$ cat src/sv/ofs_pkg.sv
// Shared types and constants of the output feedback supervisor.
package ofs_pkg;

  localparam int CHANNELS   = 16;
  localparam int CH_IDX_W   = $clog2(CHANNELS);
  localparam int CH_W       = 4;
  localparam int MASK_W     = 16;
  localparam int TICK_W     = 32;
  localparam int CFG_IDX_W  = 3;
  localparam int CFG_DATA_W = 32;

  localparam logic [TICK_W-1:0] DELAY_RESET = TICK_W'(1000);

  typedef enum logic [CFG_IDX_W-1:0] {
    REG_ON_CHECK_MASK    = 3'd0,
    REG_OFF_CHECK_MASK   = 3'd1,
    REG_TIMEOUT_OFF_MASK = 3'd2,
    REG_ON_DELAY         = 3'd3,
    REG_OFF_DELAY        = 3'd4
  } ofs_reg_e;

  typedef struct packed {
    logic              level;
    logic [TICK_W-1:0] tick;
  } ofs_entry_t;

endpackage

$ cat src/sv/ofs_chan_store.sv
// Per-channel state memory with reset valid bits and write-to-read forwarding.
module ofs_chan_store (
  input  logic                         clk_i,
  input  logic                         rst_ni,
  input  logic                         rd_en_i,
  input  logic [ofs_pkg::CH_IDX_W-1:0] rd_idx_i,
  input  logic                         wr_en_i,
  input  logic [ofs_pkg::CH_IDX_W-1:0] wr_idx_i,
  input  ofs_pkg::ofs_entry_t          wr_data_i,
  output ofs_pkg::ofs_entry_t          rd_data_o
);

  ofs_pkg::ofs_entry_t mem [ofs_pkg::CHANNELS];

  logic [ofs_pkg::CHANNELS-1:0] vld_q, vld_d;
  ofs_pkg::ofs_entry_t          rd_q;
  logic                         rd_vld_q;
  logic                         fwd_hit_q;
  ofs_pkg::ofs_entry_t          fwd_q;

  always_ff @(posedge clk_i) begin
    if (wr_en_i) begin
      mem[wr_idx_i] <= wr_data_i;
    end
    if (rd_en_i) begin
      rd_q  <= mem[rd_idx_i];
      fwd_q <= wr_data_i;
    end
  end

  always_comb begin
    vld_d = vld_q;
    if (wr_en_i) begin
      vld_d[wr_idx_i] = 1'b1;
    end
  end

  always_ff @(posedge clk_i or negedge rst_ni) begin
    if (!rst_ni) begin
      vld_q     <= '0;
      rd_vld_q  <= 1'b0;
      fwd_hit_q <= 1'b0;
    end else begin
      vld_q <= vld_d;
      if (rd_en_i) begin
        rd_vld_q  <= vld_q[rd_idx_i];
        fwd_hit_q <= wr_en_i && (wr_idx_i == rd_idx_i);
      end
    end
  end

  always_comb begin
    if (fwd_hit_q) begin
      rd_data_o = fwd_q;
    end else if (rd_vld_q) begin
      rd_data_o = rd_q;
    end else begin
      rd_data_o = '0;
    end
  end

endmodule

$ cat src/sv/output_feedback_supervisor.sv
// Top level of the output feedback supervisor: config registers, update stage, result register.
//
//  channel | direction | handshake                | payload
//  --------+-----------+--------------------------+---------------------------------------------
//  cfg     | in        | cfg_valid_i / cfg_ready_o | cfg_index_i, cfg_data_i
//  in      | in        | in_valid_i / in_ready_o   | channel, command_level, feedback, link_error, now
//  out     | out       | out_valid_o / out_ready_i | out_channel, drive, on_error, off_error
//
// One request per cycle unless the input stalls; a request goes through the update stage, then the result register.
// The state memory is read in the accept cycle and written back by the update stage,
// with forwarding when consecutive requests address the same channel.
// Reset clears the valid bits at once, so no clearing pass is needed.
// A stalled result holds the update stage; the input stalls only when both are full.
module output_feedback_supervisor (
  input  logic                           clk_i,
  input  logic                           rst_ni,
  input  logic                           cfg_valid_i,
  output logic                           cfg_ready_o,
  input  logic [ofs_pkg::CFG_IDX_W-1:0]  cfg_index_i,
  input  logic [ofs_pkg::CFG_DATA_W-1:0] cfg_data_i,
  input  logic                           in_valid_i,
  output logic                           in_ready_o,
  input  logic [ofs_pkg::CH_W-1:0]       channel_i,
  input  logic                           command_level_i,
  input  logic                           feedback_i,
  input  logic                           link_error_i,
  input  logic [ofs_pkg::TICK_W-1:0]     now_i,
  output logic                           out_valid_o,
  input  logic                           out_ready_i,
  output logic [ofs_pkg::CH_W-1:0]       out_channel_o,
  output logic                           drive_o,
  output logic                           on_error_o,
  output logic                           off_error_o
);

  logic [ofs_pkg::MASK_W-1:0] on_mask_q, off_mask_q, tmo_mask_q;
  logic [ofs_pkg::TICK_W-1:0] on_delay_q, off_delay_q;

  assign cfg_ready_o = 1'b1;

  always_ff @(posedge clk_i or negedge rst_ni) begin
    if (!rst_ni) begin
      on_mask_q   <= '0;
      off_mask_q  <= '0;
      tmo_mask_q  <= '0;
      on_delay_q  <= ofs_pkg::DELAY_RESET;
      off_delay_q <= ofs_pkg::DELAY_RESET;
    end else if (cfg_valid_i) begin
      unique case (ofs_pkg::ofs_reg_e'(cfg_index_i))
        ofs_pkg::REG_ON_CHECK_MASK:    on_mask_q   <= cfg_data_i[ofs_pkg::MASK_W-1:0];
        ofs_pkg::REG_OFF_CHECK_MASK:   off_mask_q  <= cfg_data_i[ofs_pkg::MASK_W-1:0];
        ofs_pkg::REG_TIMEOUT_OFF_MASK: tmo_mask_q  <= cfg_data_i[ofs_pkg::MASK_W-1:0];
        ofs_pkg::REG_ON_DELAY:         on_delay_q  <= cfg_data_i[ofs_pkg::TICK_W-1:0];
        ofs_pkg::REG_OFF_DELAY:        off_delay_q <= cfg_data_i[ofs_pkg::TICK_W-1:0];
        default: ;
      endcase
    end
  end

  // update stage
  logic                       s1_vld_q;
  logic [ofs_pkg::CH_W-1:0]   s1_ch_q;
  logic                       s1_cmd_q, s1_fb_q, s1_link_q;
  logic [ofs_pkg::TICK_W-1:0] s1_now_q;

  logic out_vld_q;
  logic s1_adv, in_acc;

  assign s1_adv     = s1_vld_q && (!out_vld_q || out_ready_i);
  assign in_ready_o = !s1_vld_q || s1_adv;
  assign in_acc     = in_valid_i && in_ready_o;

  always_ff @(posedge clk_i or negedge rst_ni) begin
    if (!rst_ni) begin
      s1_vld_q <= 1'b0;
    end else if (in_ready_o) begin
      s1_vld_q <= in_valid_i;
    end
  end

  always_ff @(posedge clk_i) begin
    if (in_acc) begin
      s1_ch_q   <= channel_i;
      s1_cmd_q  <= command_level_i;
      s1_fb_q   <= feedback_i;
      s1_link_q <= link_error_i;
      s1_now_q  <= now_i;
    end
  end

  logic [31:0]                  in_ch_ext, s1_ch_ext;
  logic [ofs_pkg::CH_IDX_W-1:0] rd_idx, wr_idx;
  logic                         s1_in_range;
  ofs_pkg::ofs_entry_t          entry, wr_entry;
  logic                         wr_en;

  assign in_ch_ext   = 32'(channel_i);
  assign s1_ch_ext   = 32'(s1_ch_q);
  assign rd_idx      = in_ch_ext[ofs_pkg::CH_IDX_W-1:0];
  assign wr_idx      = s1_ch_ext[ofs_pkg::CH_IDX_W-1:0];
  assign s1_in_range = s1_ch_ext < 32'(ofs_pkg::CHANNELS);
  assign wr_en       = s1_adv && s1_in_range;

  ofs_chan_store u_store (
    .clk_i     (clk_i),
    .rst_ni    (rst_ni),
    .rd_en_i   (in_acc),
    .rd_idx_i  (rd_idx),
    .wr_en_i   (wr_en),
    .wr_idx_i  (wr_idx),
    .wr_data_i (wr_entry),
    .rd_data_o (entry)
  );

  logic [ofs_pkg::TICK_W-1:0] elapsed;
  logic                       drive_d, on_err_d, off_err_d;

  always_comb begin
    wr_entry.level = s1_cmd_q;
    wr_entry.tick  = (s1_cmd_q != entry.level) ? s1_now_q : entry.tick;
    elapsed        = s1_now_q - wr_entry.tick;
    drive_d        = s1_in_range && s1_cmd_q && !(s1_link_q && tmo_mask_q[s1_ch_q]);
    on_err_d       = drive_d && on_mask_q[s1_ch_q] && (elapsed >= on_delay_q) && !s1_fb_q;
    off_err_d      = s1_in_range && !drive_d && off_mask_q[s1_ch_q]
                     && (elapsed >= off_delay_q) && s1_fb_q;
  end

  // result register
  always_ff @(posedge clk_i or negedge rst_ni) begin
    if (!rst_ni) begin
      out_vld_q <= 1'b0;
    end else if (s1_adv) begin
      out_vld_q <= 1'b1;
    end else if (out_ready_i) begin
      out_vld_q <= 1'b0;
    end
  end

  always_ff @(posedge clk_i) begin
    if (s1_adv) begin
      out_channel_o <= s1_ch_q;
      drive_o       <= drive_d;
      on_error_o    <= on_err_d;
      off_error_o   <= off_err_d;
    end
  end

  assign out_valid_o = out_vld_q;

  a_on_err_drive : assert property (@(posedge clk_i) disable iff (!rst_ni)
    out_valid_o && on_error_o |-> drive_o)
    else $error("on-error without drive");

  a_off_err_drive : assert property (@(posedge clk_i) disable iff (!rst_ni)
    out_valid_o && off_error_o |-> !drive_o)
    else $error("off-error with drive");

  a_full_stall : assert property (@(posedge clk_i) disable iff (!rst_ni)
    s1_vld_q && out_vld_q && !out_ready_i |-> !in_ready_o && !wr_en)
    else $error("request taken or state written while full");

  a_result_follows : assert property (@(posedge clk_i) disable iff (!rst_ni)
    s1_adv |=> out_valid_o)
    else $error("update stage advanced without a result");

endmodule

$ cat config.mk
export PLATFORM = sky130hd
export DESIGN_NAME = output_feedback_supervisor
export DESIGN_NICKNAME = d
export VERILOG_FILES = /design/src/sv/ofs_pkg.sv /design/src/sv/ofs_chan_store.sv /design/src/sv/output_feedback_supervisor.sv
export SDC_FILE = /design/constraint.sdc
export NUM_CORES = 1
export LEC_CHECK = 0
export BUFFER_PORTS_ARGS = -buffer_cell sky130_fd_sc_hd__buf_2
export CORE_MARGIN = 4
export CORE_UTILIZATION = 50
export CTS_BUF_LIST = sky130_fd_sc_hd__clkbuf_8 sky130_fd_sc_hd__clkbuf_16
export CTS_CLUSTER_SIZE = 8
export DETAILED_ROUTE_END_ITERATION = 8
export PLACE_DENSITY_LB_ADDON = 0.2
export SYNTH_ARGS = -nofsm -noshare
export SYNTH_HDL_FRONTEND = slang
export SYNTH_SLANG_ARGS = --single-unit
$ cat constraint.sdc
create_clock -name clk_i -period 7.7 [get_ports clk_i]
set_input_delay 1.54 -clock clk_i [delete_from_list [all_inputs] [get_ports clk_i]]
set_output_delay 1.54 -clock clk_i [all_outputs]
set_load 0.005 [all_outputs]
[Word level (Yosys, flattened, before mapping)]
Memory sizes are Yosys's and may differ from the RTL's. A register that Yosys moved wholly into a read port is not among the register bits.
Index checks and enable logic that the tools add are counted.
Word-level totals
  output and inout port bits: 10
  memories: 1
  bits in registers: 211
  input port bits: 79
  word-level logic and storage cells: 82
  memory bits (writable): 528
Cells by class
  add/sub/neg operators: 1
  reduce and logical (&&, ||, !) cells: 29
  bitwise gates (word level): 1
  multiplexer cells: 17
  eq/ne operators: 6
  order comparisons: 6
Memories
  u_store.mem: depth 16, width 33, read ports 1, clocked after memory_dff 1, write ports 1, line ofs_chan_store.sv:13  | ofs_pkg::ofs_entry_t mem [ofs_pkg::CHANNELS];
Operators with widths (number)
  two-way mux 33 bit: 2
  greater-or-equal comparator 32 bit: 2
  two-way mux 32 bit: 1
  subtractor 32 bit: 1
  binary-select mux 1 bit (select 4 bit): 4
  OR 16 bit: 1
  logical AND 1 bit: 15
  < comparator 4 x 5 -> 1 bit, second input constant: 3
  AND reduction 2 bit: 5
  two-way mux 1 bit: 9
  == test 3 x 2 -> 1 bit, second input constant: 2
  zero test 1 bit: 5
  demux 1 bit (select 4 bit): 1
  == test 4 bit: 1
  greater-or-equal comparator 4 x 1 -> 1 bit, second input constant: 1
  == test 3 x 1 -> 1 bit, second input constant: 1
  == test 3 bit, second input constant: 1
  zero test 3 bit: 1
  logical OR 1 bit: 2
  nonzero test 2 bit: 1
  inequality test 1 bit: 1

[Depth between registers and ports, before layout]
  word-level depth: 10
  gate-level depth with buffers: 24
  mapped depth without buffers: 21

[Cells and area by module]
From an unflattened synthesis, not the netlist that was laid out.
Second synthesis, totals
  cells, all modules: 1889
  area total of the unflattened synthesis: 33037.9 sq um
By module, submodules not included
  ofs_chan_store: cells an instance 916, area each 22960.8 sq um, sequential area each 18287.5 sq um, instances 1
  output_feedback_supervisor: cells an instance 973, area each 10077.2 sq um, sequential area each 4249.1 sq um, instances 1

[Worst setup path before layout]
No wires, ideal clock.
  kind: flip-flop to flip-flop
  start: register s1_cmd_q
  end: register off_error_o, data pin
  period minus slack after synthesis: 5.447 ns
  cell stages (with the launch flop): 21
  data required time: 7.554 ns
  buffers on the path: 2
  arrival time: 5.301 ns
  setup slack: 2.253 ns
  library setup time: 0.146 ns
  path through: edfxtp_1 > and3_1 > a211oi_2 > buf_4 > clkbuf_1 > a221oi_1 > a21oi_1 > ha_1 > inv_1 > fa_1 > a31oi_1 > o31ai_1 > o21ai_1 > o31ai_4 > a2111oi_0 > nor3_1 > ha_1 > nand4_1 > or4_1 > a311o_1 > a21oi_1
RTL lines
  from (decl): line output_feedback_supervisor.sv:63  | logic s1_cmd_q, s1_fb_q, s1_link_q;
  from (signal assigned): line output_feedback_supervisor.sv:84  | s1_cmd_q <= command_level_i;
  to (signal assigned): line output_feedback_supervisor.sv:144  | off_error_o <= off_err_d;
  to (decl): line output_feedback_supervisor.sv:33  | output logic off_error_o

==> Implementation_results.wiki <==
{| class="wikitable"
! Metric !! Value
|-
| Run status || finished, final reports clean
|-
| Post-synth top flop || sky130_fd_sc_hd__edfxtp_1
|-
| Placeable core region || 64700 um2
|-
| Average instance area after synthesis || 17.4 um2
|-
| Clock network latency to the later pin of the worst-skew pair || 0.67 ns
|-
| Data required time of the critical path || 8.19 ns
|-
| Global placer's final weighted congestion || 0.902
|-
| Pin count of the biggest net entering global routing || 70
|-
| Clock transition at the registers of the reported paths || 0.05 ns
|-
| Post-route DRC violation count || 0
|-
| Data arrival at the endpoint of the critical path || 6.49 ns
|-
| Share of the yosys chip area belonging to registers || 68.7%
|-
| Count of distinct cell types in the synthesized netlist || 71
|-
| Number of synthesized flops with an enable pin || 640
|-
| Post-detailed-routing wire length || 76400 um
|-
| Power share of the clock group || 35.8%
|-
| Cts-stage hold buffer count || 0
|-
| Number of buffers created by CTS || 106
|-
| Clock net sink count || 772
|-
| Reg-to-Reg End || off_error_o
|-
| Effective utilization at floorplan || 50.7%
|-
| Detailed router's first-iteration violation count || 1550
|-
| Worst hold path depth || 1
|-
| Number of cells produced by synthesis || 1883
|-
| X dimension of the die || 264 um
|-
| F_max || 0.167 GHz
|-
| Reg2reg path depth || 17
|-
| Maximum fanout along the worst path || 55
|-
| Share of flip-flops with an asynchronous set or reset after synthesis || 17.1%
|-
| Worst setup SP type || register
|-
| Worst ir drop on vdd || 177 uV
|-
| Max-cap violations || 0
|-
| Global-route usage over all layers || 22.0%
|-
| Clock tree from TritonCTS || built
|-
| Crit end category || register
|-
| Number of pins exceeding their max-slew limit in the final report || 0
|-
| Post-synthesis register bit count || 772
|-
| Number of setup buffers added after CTS || 0
|-
| Smallest hold slack || 0.464 ns
|-
| Portion of the clock cycle consumed by the worst path in the final layout || 77.9%
|-
| DIE HEIGHT || 264 um
|-
| Setup Crit Path Kind || reg -> reg
|-
| Max-slew headroom || 16.5%
|-
| Maximum clock skew at final layout || 0.0314 ns
|-
| Net Sw Frac || 27.6%
|-
| First-pass GRT wire length || 116000 um
|-
| Largest buffer count on any clock path || 3
|-
| Final TNS setup || 0 ns
|-
| Hold Violations, Final || 0
|-
| Combinational cell fraction of total power || 19.5%
|-
| Via count || 17.8k
|-
| Internal reg-to-reg setup slack || 1.70 ns
|-
| End point of the most critical hold path || u_store.vld_q[0]
|-
| Cell row count || 93
|-
| Internal power || 8.37 mW
|-
| Ports placed on the boundary || 89
|-
| Vias in the first global route || 18.4k
|-
| Final ANT Viol Nets || 0
|-
| Cts repair resizes || 0
|-
| Routed wire per std cell || 26.0 um
|-
| Nets@finish || 2206
|-
| Lkg Pwr || 13.5 nW
|-
| Detail-routed via count per cell || 6.06
|-
| Layout area overhead || 13.9%
|-
| Count of final setup violators || 0
|-
| Total grt overflow || 0
|-
| Netlist Area Pre-Place || 32800 um2
|-
| Buffers on Ports || 87
|-
| Worst Max-Slew Pin Slew || 1.25 ns
|-
| Inserted Diodes || 0
|-
| Fraction of layout instances using a drive strength above 1 || 26.9%
|-
| Net switching power of the design || 3.19 mW
|-
| Maximum level of the CTS H-tree || 3
|-
| Net count after synthesis || 2058
|-
| Post-route minimum period || 6.00 ns
|-
| YS warnings || 0
|-
| Class of the tightest hold or removal check || reg -> reg
|-
| Sequential cell fraction of total power || 44.7%
|-
| Area of the die || 69800 um2
|-
| Critical register-to-register path startpoint || s1_cmd_q
|-
| Worst Hold Launch || u_store.vld_q[0]
|-
| Pwr per Cell Area || 309 nW/um2
|-
| Initial antenna violation count || 0
|-
| Clock root buffer || sky130_fd_sc_hd__clkbuf_16
|-
| Post-DP HPWL || 44400 um
|-
| Unrepaired setup endpoints after global routing || false
|-
| TritonRoute pass-1 iters || 5
|}
-- cell type report --
cell class                      count  area (um2)
Clock inverter                     54         329
Inverter                          101         382
Timing Repair Buffer              123         741
Fill cell                        4840       27300
Multi-Input combinational cell    927        9690
Tap cell                          855        1070
Sequential cell                   772       22500
Clock buffer                      106        2650
-- synth_stat cells (all sizes together) (26+ instances only) --
master	number	area [um2]
edfxtp	640	19200
nor2	69	259
nand2	74	278
inv	101	379
buf	26	129
clkbuf	57	214
a21oi	92	468
a22oi	29	218
o21ai	62	310
mux4	185	4170
mux2	82	923
dfrtp	120	3000
ha	95	1190
-- metrics by stage --
stage	utilization, %	cell area (um2)	instances	setup slack [ns]	power [mW]
final	57.8	37400	2938	1.70	11.6
after global routing	57.8	37400	2938	1.26	12.1
after CTS	57.8	37400	2938	1.78	11.6
after detailed placement	53.2	34400	2778	1.79	7.47
after global placement	53.2	34400	2778	1.95	7.40
after floorplan	-	32800	1883	2.25	6.78
-- critical path, stage by stage (launching register included) --
cell and delay [ns]:
sky130_fd_sc_hd__edfxtp_1 0.65, sky130_fd_sc_hd__and3_1 0.33, sky130_fd_sc_hd__a211oi_4 0.49, sky130_fd_sc_hd__buf_12 0.30, sky130_fd_sc_hd__a21o_1 0.50, sky130_fd_sc_hd__inv_1 0.09, sky130_fd_sc_hd__ha_1 0.44, sky130_fd_sc_hd__nand2_1 0.14
sky130_fd_sc_hd__nor4_1 0.61, sky130_fd_sc_hd__nand4_1 0.19, sky130_fd_sc_hd__o31ai_1 0.34, sky130_fd_sc_hd__nor2b_1 0.09, sky130_fd_sc_hd__a311oi_1 0.40, sky130_fd_sc_hd__ha_1 0.20, sky130_fd_sc_hd__nand4_1 0.09, sky130_fd_sc_hd__or4_1 0.53
sky130_fd_sc_hd__a311o_1 0.28, sky130_fd_sc_hd__a21oi_1 0.14
-- layout by cell type, fill, tap and decap left out, types with 22 or more instances in the layout --
cell	instances
sky130_fd_sc_hd__edfxtp_1	640
sky130_fd_sc_hd__mux4_2	185
sky130_fd_sc_hd__inv_1	146
sky130_fd_sc_hd__dfrtp_1	120
sky130_fd_sc_hd__clkbuf_16	106
sky130_fd_sc_hd__ha_1	95
sky130_fd_sc_hd__a21oi_1	90
sky130_fd_sc_hd__buf_2	84
sky130_fd_sc_hd__mux2_2	82
sky130_fd_sc_hd__nand2_1	74
sky130_fd_sc_hd__o21ai_0	61
sky130_fd_sc_hd__nor2_1	57
sky130_fd_sc_hd__buf_4	35
sky130_fd_sc_hd__a22oi_1	29
sky130_fd_sc_hd__xnor2_1	22
sky130_fd_sc_hd__a21o_1	22
-- flip-flops by register name, summed over array words and instances, names as in the netlist, 4 cells and up --
signal         flops
s1_now_q          32
s1_ch_q            4
u_store.rd_q      33
tmo_mask_q        16
u_store.mem      528
u_store.fwd_q     33
off_mask_q        16
u_store.vld_q     16
off_delay_q       32
on_delay_q        32
out_channel_o      4
on_mask_q         16
-- per-layer routing --
metal	routed length, um	share of wire, %	global-route usage (%)
met5	0	0	0
met2	37300	49	35.9
met4	1420	1.9	5.74
met3	4940	6.5	3.73
met1	32700	43	31.1
-- cells by family after synthesis --
kind of cell | share of synthesized area, %
and+or+nand+nor | 3.84
muxes | 15.6
xor gates and xnor gates | 0.854
DFF | 68.7
AOI/OAI and AO/OA | 5.13
other | 0.0114
buffers and inverters | 2.20
adders and majority gates | 3.68
-- worst max-delay path by stage --
stage | start | to | slack, ns | depth (start not counted)
finish | s1_cmd_q | off_error_o | 1.70 | 17
global route | s1_cmd_q | off_error_o | 1.26 | 17
CTS | s1_cmd_q | off_error_o | 1.78 | 17
detailed placement | s1_cmd_q | off_error_o | 1.79 | 17
global placement | s1_cmd_q | off_error_o | 1.95 | 17
floorplan | s1_cmd_q | off_error_o | 2.25 | 20
-- power groups by stage --
stage	combinational, mW	clock, mW	sequential (mW)
floorplan	1.60	0	5.19
global placement	2.18	0	5.22
detailed placement	2.24	0	5.24
CTS	2.25	4.22	5.16
global route	2.52	4.42	5.18
finish	2.26	4.14	5.16
No activity file was read; power rests on OpenSTA's default activity.
